[config.mk]
export PLATFORM = sky130hd
export DESIGN_NAME = tmu_front
export DESIGN_NICKNAME = d
export VERILOG_FILES = /design/src/hw/rtl/tmu_pkg.sv /design/src/hw/rtl/tmu_front.sv
export SDC_FILE = /design/constraint.sdc
export NUM_CORES = 1
export LEC_CHECK = 0
export BUFFER_PORTS_ARGS = -buffer_cell sky130_fd_sc_hd__buf_2
export CORE_MARGIN = 2
export CORE_UTILIZATION = 25
export DETAILED_ROUTE_END_ITERATION = 7
export PLACE_DENSITY = 0.52
export REMOVE_ABC_BUFFERS = 1
export SYNTH_ARGS = -nofsm -noshare
export SYNTH_HDL_FRONTEND = slang
export SYNTH_SLANG_ARGS = --single-unit
[constraint.sdc]
create_clock -name vclk -period 10.7
set_clock_uncertainty 0.1 [all_clocks]
set_input_delay 1.07 -clock vclk [all_inputs]
set_output_delay 1.07 -clock vclk [all_outputs]
set_load 0.005 [all_outputs]
[src/hw/rtl/tmu_pkg.sv]
// shared constants for the triangle measure unit
package tmu_pkg;

  localparam int SIDE_BITS_DEF   = 12;
  localparam int RADIUS_FRAC_DEF = 8;

  localparam int IN_W    = 12;
  localparam int AREA_W  = 25;
  localparam int OUTER_W = 32;
  localparam int INNER_W = 20;
  localparam int KIND_W  = 2;

  localparam logic [KIND_W-1:0] KIND_RIGHT  = 2'd0;
  localparam logic [KIND_W-1:0] KIND_ACUTE  = 2'd1;
  localparam logic [KIND_W-1:0] KIND_OBTUSE = 2'd2;

endpackage

[src/hw/rtl/tmu_front.sv]
// front end: sorts the sides and checks the triangle inequality
module tmu_front
  import tmu_pkg::*;
#(
  parameter int SIDE_BITS = SIDE_BITS_DEF
) (
  input  logic                   start,
  input  logic                   busy,
  input  logic [SIDE_BITS-1:0]   a,
  input  logic [SIDE_BITS-1:0]   b,
  input  logic [SIDE_BITS-1:0]   c,
  output logic                   push,
  output logic [3*SIDE_BITS:0]   item
);

  logic [SIDE_BITS-1:0] h0, m0, h1, l1, m2, l2;
  logic [SIDE_BITS:0]   sum_ml;
  logic                 bad;

  always_comb begin
    h0 = (b > a) ? b : a;
    m0 = (b > a) ? a : b;
    h1 = (c > h0) ? c : h0;
    l1 = (c > h0) ? h0 : c;
    m2 = (l1 > m0) ? l1 : m0;
    l2 = (l1 > m0) ? m0 : l1;
    sum_ml = {1'b0, m2} + {1'b0, l2};
    bad = (l2 == '0) || ({1'b0, h1} >= sum_ml);
  end

  assign push = start && !busy;
  assign item = {bad, h1, m2, l2};

endmodule

==> results.yml <==
worst_setup_path:
  critical_path_class: "in -> out"
  start_kind: "input pin"
  cpMaxStageDelayCell: "a31oi_4"
  arrival_ns: 8.71
  slowest_delay_ns: 0.60
  cp.required_ns: 9.53
  cp_max_fo: 30
  setup.worst_path.end_class: "output port"
routing:
  first_iter_violations: 143
  drtPass1Iterations: 4
  vias: 3156
  ant_nets: 0
  viasPerCell: 5.03
  drc: 0
  wl_per_cell_um: 14.0
  totalWireLength_um: 8780
sta:
  drv_slew: 0
  finalSetupTns_ns: 0
  worst-slew-pin-transition_ns: 0.684
  fmax_ghz: 0.101
  min_period_ns: 9.88
  setup_viol: 0
  min_period_over_period_pct: 92.3
  hold_viol_final: 0
  slew_headroom_pct: 54.0
  rsz0062_at_grt: "no"
status:
  outcome: "completed"
placed_design:
  io_buffers: 76
  hpwl_um: 7610
  placed_cells: 627
  routabilityCongestion: 0.892
run:
  maxCapViolCount: 0
floorplanning:
  initial_utilization_pct: 25.4
  coreArea_um2: 10700
  die_x_um: 108
  die-area_um2: 11700
  rows: 38
  pin_count: 76
  die_y_um: 108
pwr:
  powerDensity_nw_per_um2: 156
  leakagePower_nw: 1.67
  peakVddDrop_uv: 53.0
yosys:
  avgSynthCellArea_um2: 6.41
  ys_seq_area_share_pct: 0
  syn_inst: 424
  yosysUniqueCellTypes: 55
  ys_warn_count: 0
  synth_area_um2: 2720
layout:
  drive_gt1_share_pct: 19.3
  regArea_um2: 0
  sequential_cell_total: 0
  antennaDiodeCount: 0
  final_cells: 627
  multi_input_area_um2: 2460
  nClkBuffers: 0
  syn2layout_area_growth_pct: 18.6
  final_nets: 584
  nFillCells: 1226
global_routing:
  grt_use_total_pct: 14.8
  grt-ovfl-total: 0
  grt_pass1_vias: 2970
  antenna_found_initial: 0
  grt_max_degree: 32
  grt_pass1_wl_um: 14200
worst_hold_path:
  min_path_type: "in -> out"
  hold_depth: 3
clock_tree:
  post_cts_buffers: 0
  post_cts_resize_count: 0
  ctsHoldBuffers: 0
==> placed cells by master, fill, tap and decap left out, types with 5 or more instances in the layout <==
cell,netlist,final
a21o_1,9,9
a21oi_1,60,60
buf_2,5,76
ha_1,56,56
inv_1,51,51
mux2i_1,12,12
nand2_1,26,26
nand2b_1,5,5
nand3_1,10,10
nand4_1,7,7
nor2_1,62,62
nor2b_1,5,5
nor3_1,16,16
o21ai_0,26,26
==> area by class of cell <==
| type | count | share of cell area, % |
|---|---|---|
| multi-input cells | 358 | 76.3 |
| inverters | 51 | 5.94 |
| well taps | 140 | 5.44 |
| repair buffers | 78 | 12.3 |
==> through the flow <==
stage	cell area, µm²	power [mW]	setup WS [ns]	utilization [%]	hold slack [ns]
floorplan	2650	0.340	1.61	-	2.07
global placement	3220	0.497	1.11	30.1	2.26
detailed placement	3220	0.499	0.913	30.1	2.26
CTS	3220	0.504	0.882	30.1	2.26
global route	3220	0.578	0.212	30.1	2.28
finish	3220	0.503	0.824	30.1	2.26
==> critical path: cells and delay by family <==
family	cells	cell delay, ns
AO/OA/AOI/OAI	14	3.58
AND/OR/NAND/NOR	8	2.03
adder cells (fa/ha/maj)	4	1.35
buffers and inverters	5	0.67
==> metal layers <==
layer | track usage (%) | wire, µm | up-vias
li1 | - | - | 1638
met1 | 19.5 | 4240 | 1445
met2 | 27.7 | 4180 | 73
met3 | 0.904 | 360 | 0
met4 | 0.458 | 0 | 0
met5 | 0 | 0 | -
==> logic make-up after synthesis <==
group	Yosys count	synth area share (%)
simple gates	149	26.3
compound gates	127	28.5
buf+inv	66	9.49
fa+ha+maj	57	26.5
mux	17	6.59
xor+xnor	8	2.58
==> Yosys cell counts, types with 2 or more instances <==
library cell / number / area (µm²)
nor2_1: 62 / 233
a21oi_1: 60 / 300
ha_1: 56 / 701
inv_1: 51 / 191
nand2_1: 26 / 97.6
o21ai_0: 26 / 130
nor3_1: 16 / 80.1
mux2i_1: 12 / 120
nand3_1: 10 / 50.1
a21o_1: 9 / 67.6
clkbuf_1: 8 / 30.0
nand4_1: 7 / 43.8
buf_2: 5 / 25.0
nand2b_1: 5 / 31.3
nor2b_1: 5 / 31.3
mux2_2: 4 / 45.0
o22ai_1: 4 / 25.0
xnor2_1: 4 / 35.0
xor2_1: 4 / 35.0
a211oi_1: 3 / 22.5
a31oi_1: 3 / 18.8
nor4_1: 3 / 18.8
o311ai_0: 3 / 26.3
or3_1: 3 / 18.8
a31o_2: 2 / 17.5
and3_1: 2 / 12.5
o211ai_1: 2 / 15.0
o21ai_1: 2 / 10.0
==> report_power, final <==
group	internal, mW	total (mW)	switching, mW
Combinational	0.206	0.503	0.296
Sequential	0	0	0
Clock	0	0	0
==> final timing paths <==
path	slack (ns)	end	start
setup / recovery	0.82	item[36]	a[10]
hold / removal	2.26	push	busy
(Power assumes the default switching activity.)
