## src/hw/rtl/tmu_fifo.sv

```systemverilog
// two-entry queue between front and back
module tmu_fifo #(
  parameter int W = 8
) (
  input  logic         clk,
  input  logic         rst,
  input  logic         push,
  input  logic [W-1:0] din,
  output logic         full,
  output logic         out_valid,
  output logic [W-1:0] dout
);

  logic [W-1:0] mem [0:1];
  logic         wr_ptr, rd_ptr;
  logic [1:0]   count;

  assign out_valid = (count != 2'd0);
  assign full      = (count == 2'd2);
  assign dout      = mem[rd_ptr];

  always_ff @(posedge clk) begin
    if (push) begin
      mem[wr_ptr] <= din;
    end
  end

  // entries leave every cycle there is one
  always_ff @(posedge clk) begin
    if (rst) begin
      wr_ptr <= 1'b0;
      rd_ptr <= 1'b0;
      count  <= 2'd0;
    end else begin
      if (push) wr_ptr <= ~wr_ptr;
      if (out_valid) rd_ptr <= ~rd_ptr;
      if (push && !out_valid) count <= count + 2'd1;
      else if (!push && out_valid) count <= count - 2'd1;
    end
  end

endmodule

```

## config.mk

```make
export PLATFORM = sky130hd
export DESIGN_NAME = tmu_fifo
export DESIGN_NICKNAME = d
export VERILOG_FILES = /design/src/hw/rtl/tmu_fifo.sv
export SDC_FILE = /design/constraint.sdc
export NUM_CORES = 1
export LEC_CHECK = 0
export BUFFER_PORTS_ARGS = -buffer_cell sky130_fd_sc_hd__buf_2
export CORE_MARGIN = 5
export CORE_UTILIZATION = 40
export DETAILED_ROUTE_END_ITERATION = 16
export PLACE_DENSITY = 0.66
export SETUP_SLACK_MARGIN = 0.05
export SLEW_MARGIN = 20
export SYNTH_ARGS = -nofsm -noshare
export SYNTH_HDL_FRONTEND = slang
export SYNTH_SLANG_ARGS = --single-unit
```

## constraint.sdc

```tcl
create_clock -name clk -period 1.9 [get_ports clk]
set_clock_uncertainty 0.1 [all_clocks]
set_input_delay 0 -clock clk [delete_from_list [all_inputs] [get_ports clk]]
set_output_delay 0 -clock clk [all_outputs]
set_load 0.005 [all_outputs]
```

==> results.txt, run 1 <==
- By area, the combinational part of the netlist is dominated by multiplexers.
* Most used routing layer in global routing: met2
* Average routed wire per standard cell: between 10 and 15 µm
- Summing internal, switching and leakage power gives around 0.0012 W.
- The worst setup path is launched from a flip-flop.
* Antenna Cells: 0
- Top cells by area, synth: sky130_fd_sc_hd__edfxtp_1, sky130_fd_sc_hd__dfxtp_1, sky130_fd_sc_hd__mux2_2
- The final-report max-slew violation count is 0.
* Net count of the finished layout: 94
- Global-route met2 utilization: between 10% and 20%
- Setup violations remaining at the end of the flow were counted as 0.
- Counting tap cells, the placed design contains a total of 94 instances.
- Layout overhead on the synthesized area: 33.55%
- Final cell count without fillers: between 100 and 150
- Setup slack on the worst reg-to-reg path comes out at 360 ps.
- The worst register-to-register path begins at count[0].
- Cell Rows: 16
- Counting distinct cell types in the post-synthesis netlist gives 15.
- The Yosys step of the flow raised 0 warnings.
* Number of cells upsized or downsized after cts: 0
- Global routing used 9.948% of the available tracks.
- Dividing total power by cell area gives a power density of ~1100 mW/mm².
* Proportion of netlist area held by the largest area contributor: about three fifths
- The endpoint identified for the worst register-to-register timing path is count[1].
- Post-CTS setup-driven buffer insertion count: 0
- Following the worst setup path forward leads to its endpoint at count[1].
- Counting instances in the post-synthesis netlist gives the leading cell types as sky130_fd_sc_hd__edfxtp_1, sky130_fd_sc_hd__mux2_2, sky130_fd_sc_hd__dfxtp_1, sky130_fd_sc_hd__nor2_1, sky130_fd_sc_hd__xor2_1.
- Total vias in the final route: 482
* Worst hold path startpoint: push
- In this run the worst path has a maximum fanout of 4.
- Post-synth EDFFs: 16
* Number of detailed-route iterations in the first pass: 2
* Required time of the worst setup path: ~2000 ps
- Synthesized-area fraction occupied by and/or/nand/nor cells: between 5 and 6%
* Total die area: roughly 0.0029 mm²
- For this run, the top clock speed supported by timing is between 600 and 700 MHz.
- Worst-path clk slew: between 100 and 150 ps
* Post-synth top area cell: sky130_fd_sc_hd__edfxtp_1
* Compound-cell area share of the yosys netlist: 1.278%
- At the end of routability-driven placement, the weighted congestion stood at approximately 0.61.
- The routed design has ~1300 µm of wire.
- Clk Latency, worst-skew pair: approximately 290 ps
- STA puts the critical path data arrival time at 1660 ps.
- Die Y-Extent: 54.25 µm
- Most frequently used cell type in the post-synthesis netlist: sky130_fd_sc_hd__edfxtp_1
- Multiplexer share of the synthesized area: between 10% and 20%
* Ys flop type: sky130_fd_sc_hd__edfxtp_1
* Result of the run: finished, final reports clean
- The initial antenna violation count is 0.
* Syn nets: about 60
- The critical path is of the flip-flop to flip-flop type.
- STA classifies the critical path endpoint as a flip-flop.
- The number of global-route vias before repair was about 500.
* CTS root buf: sky130_fd_sc_hd__clkbuf_4
- Entering global routing, the biggest net connects 12 pins.
- The worst path in the final design needs a cycle of approximately 1500 ps, including I/O delays and setup.
* Tightest Pin Transition: ~370 ps
- The first global-routing pass estimated between 2000 and 2500 µm of wire.
- In the finished design, the share of the clock period the worst path needs comes to 80.87%.
* H-tree depth reported by CTS: 1
* Post-detailed-placement half-perimeter wirelength: 959.7 µm
- For this run, the register share of the synthesized area comes to 74.12%.
- Worst setup path start: count[0]
- Dividing the synthesized area by the synthesized cell count gives roughly 17 µm².
- In the global route stage, met1 resource usage came out at between 10% and 20%.
- Setup repair after global routing left no endpoint under its margin.
- The cell area that synthesis handed to floorplanning was between 700 and 800 µm².
- Summed over all layers, the global routing overflow is 0.
- I/O pins: 21
- The signal on the critical path passes through nor2_1 > ha_1 > or3_1 > a21oi_1.
- Headroom to the max-slew limit came out at between 70 and 80%.
- Of the total synthesized cell area, the portion taken by XOR and XNOR cells is approximately 4.5%.
- Share of synthesized registers carrying an async set or reset: 0%
- The floorplan step set the die width to between 50 and 60 µm.
- Post-synthesis share of cell area spent on full adders, half adders and majority gates: under 10%
- In this run the worst hold path is classified as input port to flip-flop.
- In this run, CTS created clock tree buffers numbering 3.
* Register bit total from synthesis: 21
- Maximum number of buffers from clock root to sink: 2
* Clock tree from TritonCTS: yes
- Depth of the worst register-to-register path: 4
- The number of hold-slack violations in the final timing report came to 0.
- Number of buffer cells added on primary ports: 20
- Synthesized instance count: 47
- Leakage power figure: approximately 0.42 nW
* Setup TNS Final: 0 ps
- Met3 demand-to-capacity share in global routing: roughly 2.7%
- Initial standard-cell utilization of the core: ~41%
- Delay of the slowest cell on the worst path: roughly 370 ps
- Core area: around 0.0019 mm²
- Number of antenna-violating nets in the routed design: 0
- The tool flagged a number of max-cap violations equal to 0.
- The worst-case IR drop observed on VDD is around 610 µV.
- In the routed layout, each cell is associated on average with a via count of around 4.5.
- Violation count after the first detailed-route iteration: 2
* Total number of clock tree sinks: 21
* Layout cells sized above 1: a little over 40%
- Worst-path cell with the longest stage delay: sky130_fd_sc_hd__or3_1
- For this run, design rule violations remaining after detail routing come to 0.
[worst min path at each step]
stage	endpoint	slack, ps	cells after the start
after floorplan	count[1]	-30	1
after global placement	mem[0][3]	90	1
after detailed placement	mem[1][4]	90	1
after CTS	mem[0][3]	100	2
after global routing	mem[0][3]	100	2
final	mem[0][3]	100	2
[placed cells by master (no fill, tap or decap), types with 3 or more instances in the layout]
cell and n:
sky130_fd_sc_hd__buf_2 20, sky130_fd_sc_hd__edfxtp_1 16, sky130_fd_sc_hd__dlygate4sd3_1 10, sky130_fd_sc_hd__mux2_2 8, sky130_fd_sc_hd__nor2_1 5, sky130_fd_sc_hd__dfxtp_1 5, sky130_fd_sc_hd__xor2_1 3, sky130_fd_sc_hd__clkbuf_4 3
[power by group]
| part | switching [W] | internal, W |
|---|---|---|
| logic | 0.000154 | 0.000209 |
| clock network | 0.000123 | 0.0000815 |
| registers | 0.0000598 | 0.000562 |
[cell families after synthesis]
group | after synthesis
AND/OR/NAND/NOR | 9
buffers and inverters | 2
AO/OA/AOI/OAI | 2
adder cells (fa/ha/maj) | 1
XOR/XNOR | 4
multiplexers | 8
flip-flops | 21
[final cells by class]
| class | instances | area [µm²] |
|---|---|---|
| Clock buffer | 4 | 26.28 |
| Timing Repair Buffer | 31 | 207.7 |
| Multi-Input combinational cell | 24 | 193.9 |
| Sequential cell | 21 | 580.6 |
| Tap cell | 27 | 33.78 |
| Inverter | 1 | 3.754 |
| Fill cell | 182 | 875.8 |
[sequential cells by signal, indices dropped and copies added, names as in the netlist, named ones only]
signal,flops
count,2
mem,16
rd_ptr,1
wr_ptr,1
[critical path, delay by kind of cell, from the launching register on]
| family | cells | cell delay, ps |
|---|---|---|
| AOI/OAI and AO/OA | 1 | 140 |
| adders and majority gates | 1 | 310 |
| DFF | 1 | 360 |
| and+or+nand+nor | 2 | 580 |
[per-layer routing]
metal | up-vias | wire [µm] | share of wire [%]
li1 | 236 | - | -
met1 | 233 | 511 | 40
met2 | 13 | 696 | 54
met3 | 0 | 77 | 6.0
met4 | 0 | 0 | 0
met5 | - | 0 | 0
[per-stage QoR]
step | hold slack (ps) | worst slack (ps) | util, % | area [µm²]
finish | 102.8 | 363.5 | 54.43 | 1046
global route | 98.60 | 241.5 | 54.43 | 1046
CTS | 101.5 | 347.9 | 54.43 | 1046
floorplan | -30.93 | 491.5 | - | 783.3
global placement | 88.14 | 463.7 | 47.85 | 919.6
detailed placement | 94.90 | 362.5 | 47.85 | 919.6
[repair_timing]
action	in CTS	in global routing
setup endpoints to repair	0	0
hold endpoints to repair	21	0
hold buffers	10	0
Power figures use the tool's default switching activity.
==> inputs of run 2 (changes only) <==
==> constraint.sdc (replaced) <==
create_clock -name clk -period 1.6 [get_ports clk]
set_clock_uncertainty 0.1 [all_clocks]
set_input_delay 0 -clock clk [delete_from_list [all_inputs] [get_ports clk]]
set_output_delay 0 -clock clk [all_outputs]
set_load 0.005 [all_outputs]
==> run 2 against run 1 <==
  * First-iteration DRC count is 50% lower
  * Hold slack worse by 23 ps
  * Highest routed layer is now met4
  * Register-to-register slack got worse by 220 ps
  * Core utilization rose by 0.46 points
  * Cell count grew 0.93%
  * Sequential power rose by 18%
  * Critical path depth unchanged
  * Global-route usage shrank 0.48 points
==> results.txt, run 2 (synthesis gave the netlist of run 1 again) <==
* Total of endpoints with negative setup slack in the final report: 0 (unchanged)
- Overflow left after global routing: 0 (unchanged)
- The critical-path maximum fanout is 4 (unchanged).
- Worst ir drop on vdd: 951.8 µV (+57%)
* Setup TNS Final: 0 ps (unchanged)
- Setup repair after global routing left no endpoint under its margin.
- The total power consumption of the routed design came to 0.001426 W (+20%).
- H-tree depth reported by CTS: 1 (unchanged)
- The placer's final routability congestion estimate came to 0.5873 (-3.0%).
- The top achievable clock speed is 687.1 MHz (+5.6%).
* Leakage power figure: 0.4286 nW (+1.8%)
* Required time of the worst setup path: 1730 ps (-290 ps)
- Post-route DRC violation count: 0 (unchanged)
- The number of clock buffers inserted by TritonCTS was 3 (unchanged).
* I/O pins: 21 (unchanged)
- The final design area excluding fillers was 0.001055 mm² (+0.84%).
* Fin. max-slew vios: 0 (unchanged)
- Critical Path Source Type: flip-flop
* Via count of the first global-routing pass: 467 (-5.8%)
- Arrival time at the worst endpoint: 1580 ps (-80 ps)
- PD cells: 1352 mW/mm² (+19%)
- Violation count after the first detailed-route iteration: 1 (-1)
- The tree is rooted in a sky130_fd_sc_hd__clkbuf_4.
* Net switching fraction of the power: 27.69% (-0.59 points)
- Layout cells sized above 1: 42.68% (+1.9 points)
- The number of port buffers is 20 (unchanged).
- The number of clock sinks came to 21 (unchanged).
- Highest-count cells in the layout ignoring fill and taps: sky130_fd_sc_hd__buf_2, sky130_fd_sc_hd__edfxtp_1, sky130_fd_sc_hd__dlygate4sd3_1
- Cell Rows: 16 (unchanged)
- The delay contributed by the slowest stage of the critical path was 410 ps (+40 ps).
* Worst setup path category: flip-flop to flip-flop
* Largest Register: mem
* Number of antenna-violating nets in the routed design: 0 (unchanged)
- Final worst path period need: 1455 ps (-81.09 ps)
- The average via count per standard cell came to 4.330 (-3.0%).
* Multi-input combinational cell area: 193.9 µm² (unchanged)
- Number of detailed-route iterations in the first pass: 4 (+2)
- The pin count of the biggest net entering global routing came to 13 (+1).
- Clock tree from TritonCTS: yes
- Total vias in the final route: 472 (-2.1%)
* Count of fill cells added during filler insertion: 174 (-4.4%)
* Die Y-Extent: 54.25 µm (unchanged)
* Wire length of the first global-routing pass: 1828 µm (-8.9%)
- The worst setup margin was 144.6 ps (-218.9 ps).
- The relative max-transition margin came to 75.49% (+0.39 points).
* Internal Dissipation: 0.001031 W (+21%)
- The flow ran to the end, and the final reports show no timing, DRC or antenna violations.
- Number of max-cap violations: 0 (unchanged)
- The area of the die was 0.002943 mm² (unchanged).
- The clock slew seen by the registers of the worst setup and hold paths was 100 ps (about the same).
* Core area: 0.001922 mm² (unchanged)
* Worst-path cell with the longest stage delay: sky130_fd_sc_hd__dfxtp_1
- Placed cell areas: 927.1 µm² (+0.82%)
- Leading cell type in the layout, fill and taps excluded: sky130_fd_sc_hd__buf_2
* Maximum number of buffers from clock root to sink: 2 (unchanged)
- The area taken by flip-flops and latches was 580.6 µm² (unchanged).
* Largest register FFs: 16 (unchanged)
- Layout overhead on the synthesized area: 34.66%
* Combined global-route utilization of all metal layers: 9.469% (-0.48 points)
- Share of the clock period used by the worst path: 90.96% (+10 points)
* Antenna Cells: 0 (unchanged)
* Final standard cell utilization of the core: 54.88% (+0.46 points)
- Sequential group share of total power: 51.7% (-0.6 points)
* Width of the die: 54.25 µm (unchanged)
* Worst min-delay path category: input port to flip-flop
- Tightest Pin Transition: 367.6 ps (-5.109 ps)
- The kind of cell with the highest combined delay along the critical path is simple AND/OR/NAND/NOR gates.
- Buffers plus inverters on the worst setup path: 0 (unchanged)
- Average routed wire per standard cell: 11.02 µm (-7.4%)
* Total routed wirelength: 1201 µm (-6.5%)
- The starting utilization of the core area came to 40.76% (unchanged).
* Comb pwr share: 31.8% (+1.3 points)
- STA classifies the critical path endpoint as a flip-flop.
* Number of antenna violations at the first check in global routing: 0 (unchanged)
- Placement Setup Slack: 162.4 ps (-200.1 ps)
- Cells along the critical path: nor2_1 > ha_1 > or3_1 > a21oi_1
* Final number of hold-violating endpoints: 0 (unchanged)
- The part of the total power dissipated in the clock network came to 16.5% (-0.7 points).
- Net count of the finished layout: 95 (+1.1%)
- Post-detailed-placement half-perimeter wirelength: 885.9 µm (-7.7%)
* Post-CTS setup-driven buffer insertion count: 0 (unchanged)
- The largest registers in the layout are mem x16, count x2.
* Clk Latency, worst-skew pair: 290 ps (about the same)
- The post-cts sizing count is 0 (unchanged).
- The switching power summed over all nets came to 0.0003948 W (+17%).
## run 2: cell types whose count changed in the layout (fill, tap and decap cells not counted), sizes merged
cell    before  now
buf         21   22
clkbuf       4    3
clkinv       0    1
## run 2: metal layers
metal | global-route usage [%] | routed length [µm] | part of all wire (%)
met1 | 9.233 | 493 | 41
met2 | 16.33 | 600 | 50
met3 | 2.997 | 91 | 7.6
met4 | 7.469 | 16 | 1.3
met5 | 0 | 0 | 0
## run 2: per-stage QoR
step | std cells | hold WS (ps)
finish | 109 | 79.90
global route | 109 | 106.7
CTS | 109 | 77.16
detailed placement | 95 | 92.08
global placement | 95 | 88.47
floorplan | 47 | -30.93
## run 2: area by class of cell
| class | count | share of cell area, % |
|---|---|---|
| inverter | 1 | 0.3559 |
| sequential | 21 | 55.04 |
| clock buffer | 3 | 2.135 |
| multi-input combinational | 24 | 18.39 |
| timing repair buffer | 32 | 20.40 |
| clock inverter | 1 | 0.4745 |
| tap | 27 | 3.203 |
## run 2: worst register-to-register path: cells and delay by family, from the launching register on
kind	cells	cell delay, ps
adders and majority gates	1	310
and+or+nand+nor	2	440
AOI/OAI and AO/OA	1	140
DFF	1	410
## run 2: power by group through the flow
stage	sequential (W)	combinational, W	clock [W]
after floorplan	0.000710	0.000308	0
after global placement	0.000749	0.000424	0
after detailed placement	0.000752	0.000435	0
after CTS	0.000740	0.000462	0.000249
after global routing	0.000751	0.000513	0.000271
final	0.000737	0.000453	0.000235
## run 2: what timing repair did
item,4_1_cts,5_1_grt
hold buffers,10,0
hold endpoints to repair,21,0
endpoints found under the setup margin,0,0
## run 2: final timing paths
check	from	to	slack, ps	cells past startpoint
worst max-delay path	count[0]	count[1]	140	4
worst min-delay path	push	count[0]	80	4
worst max register to register	count[0]	count[1]	140	4
worst min register to register	count[1]	count[1]	400	2
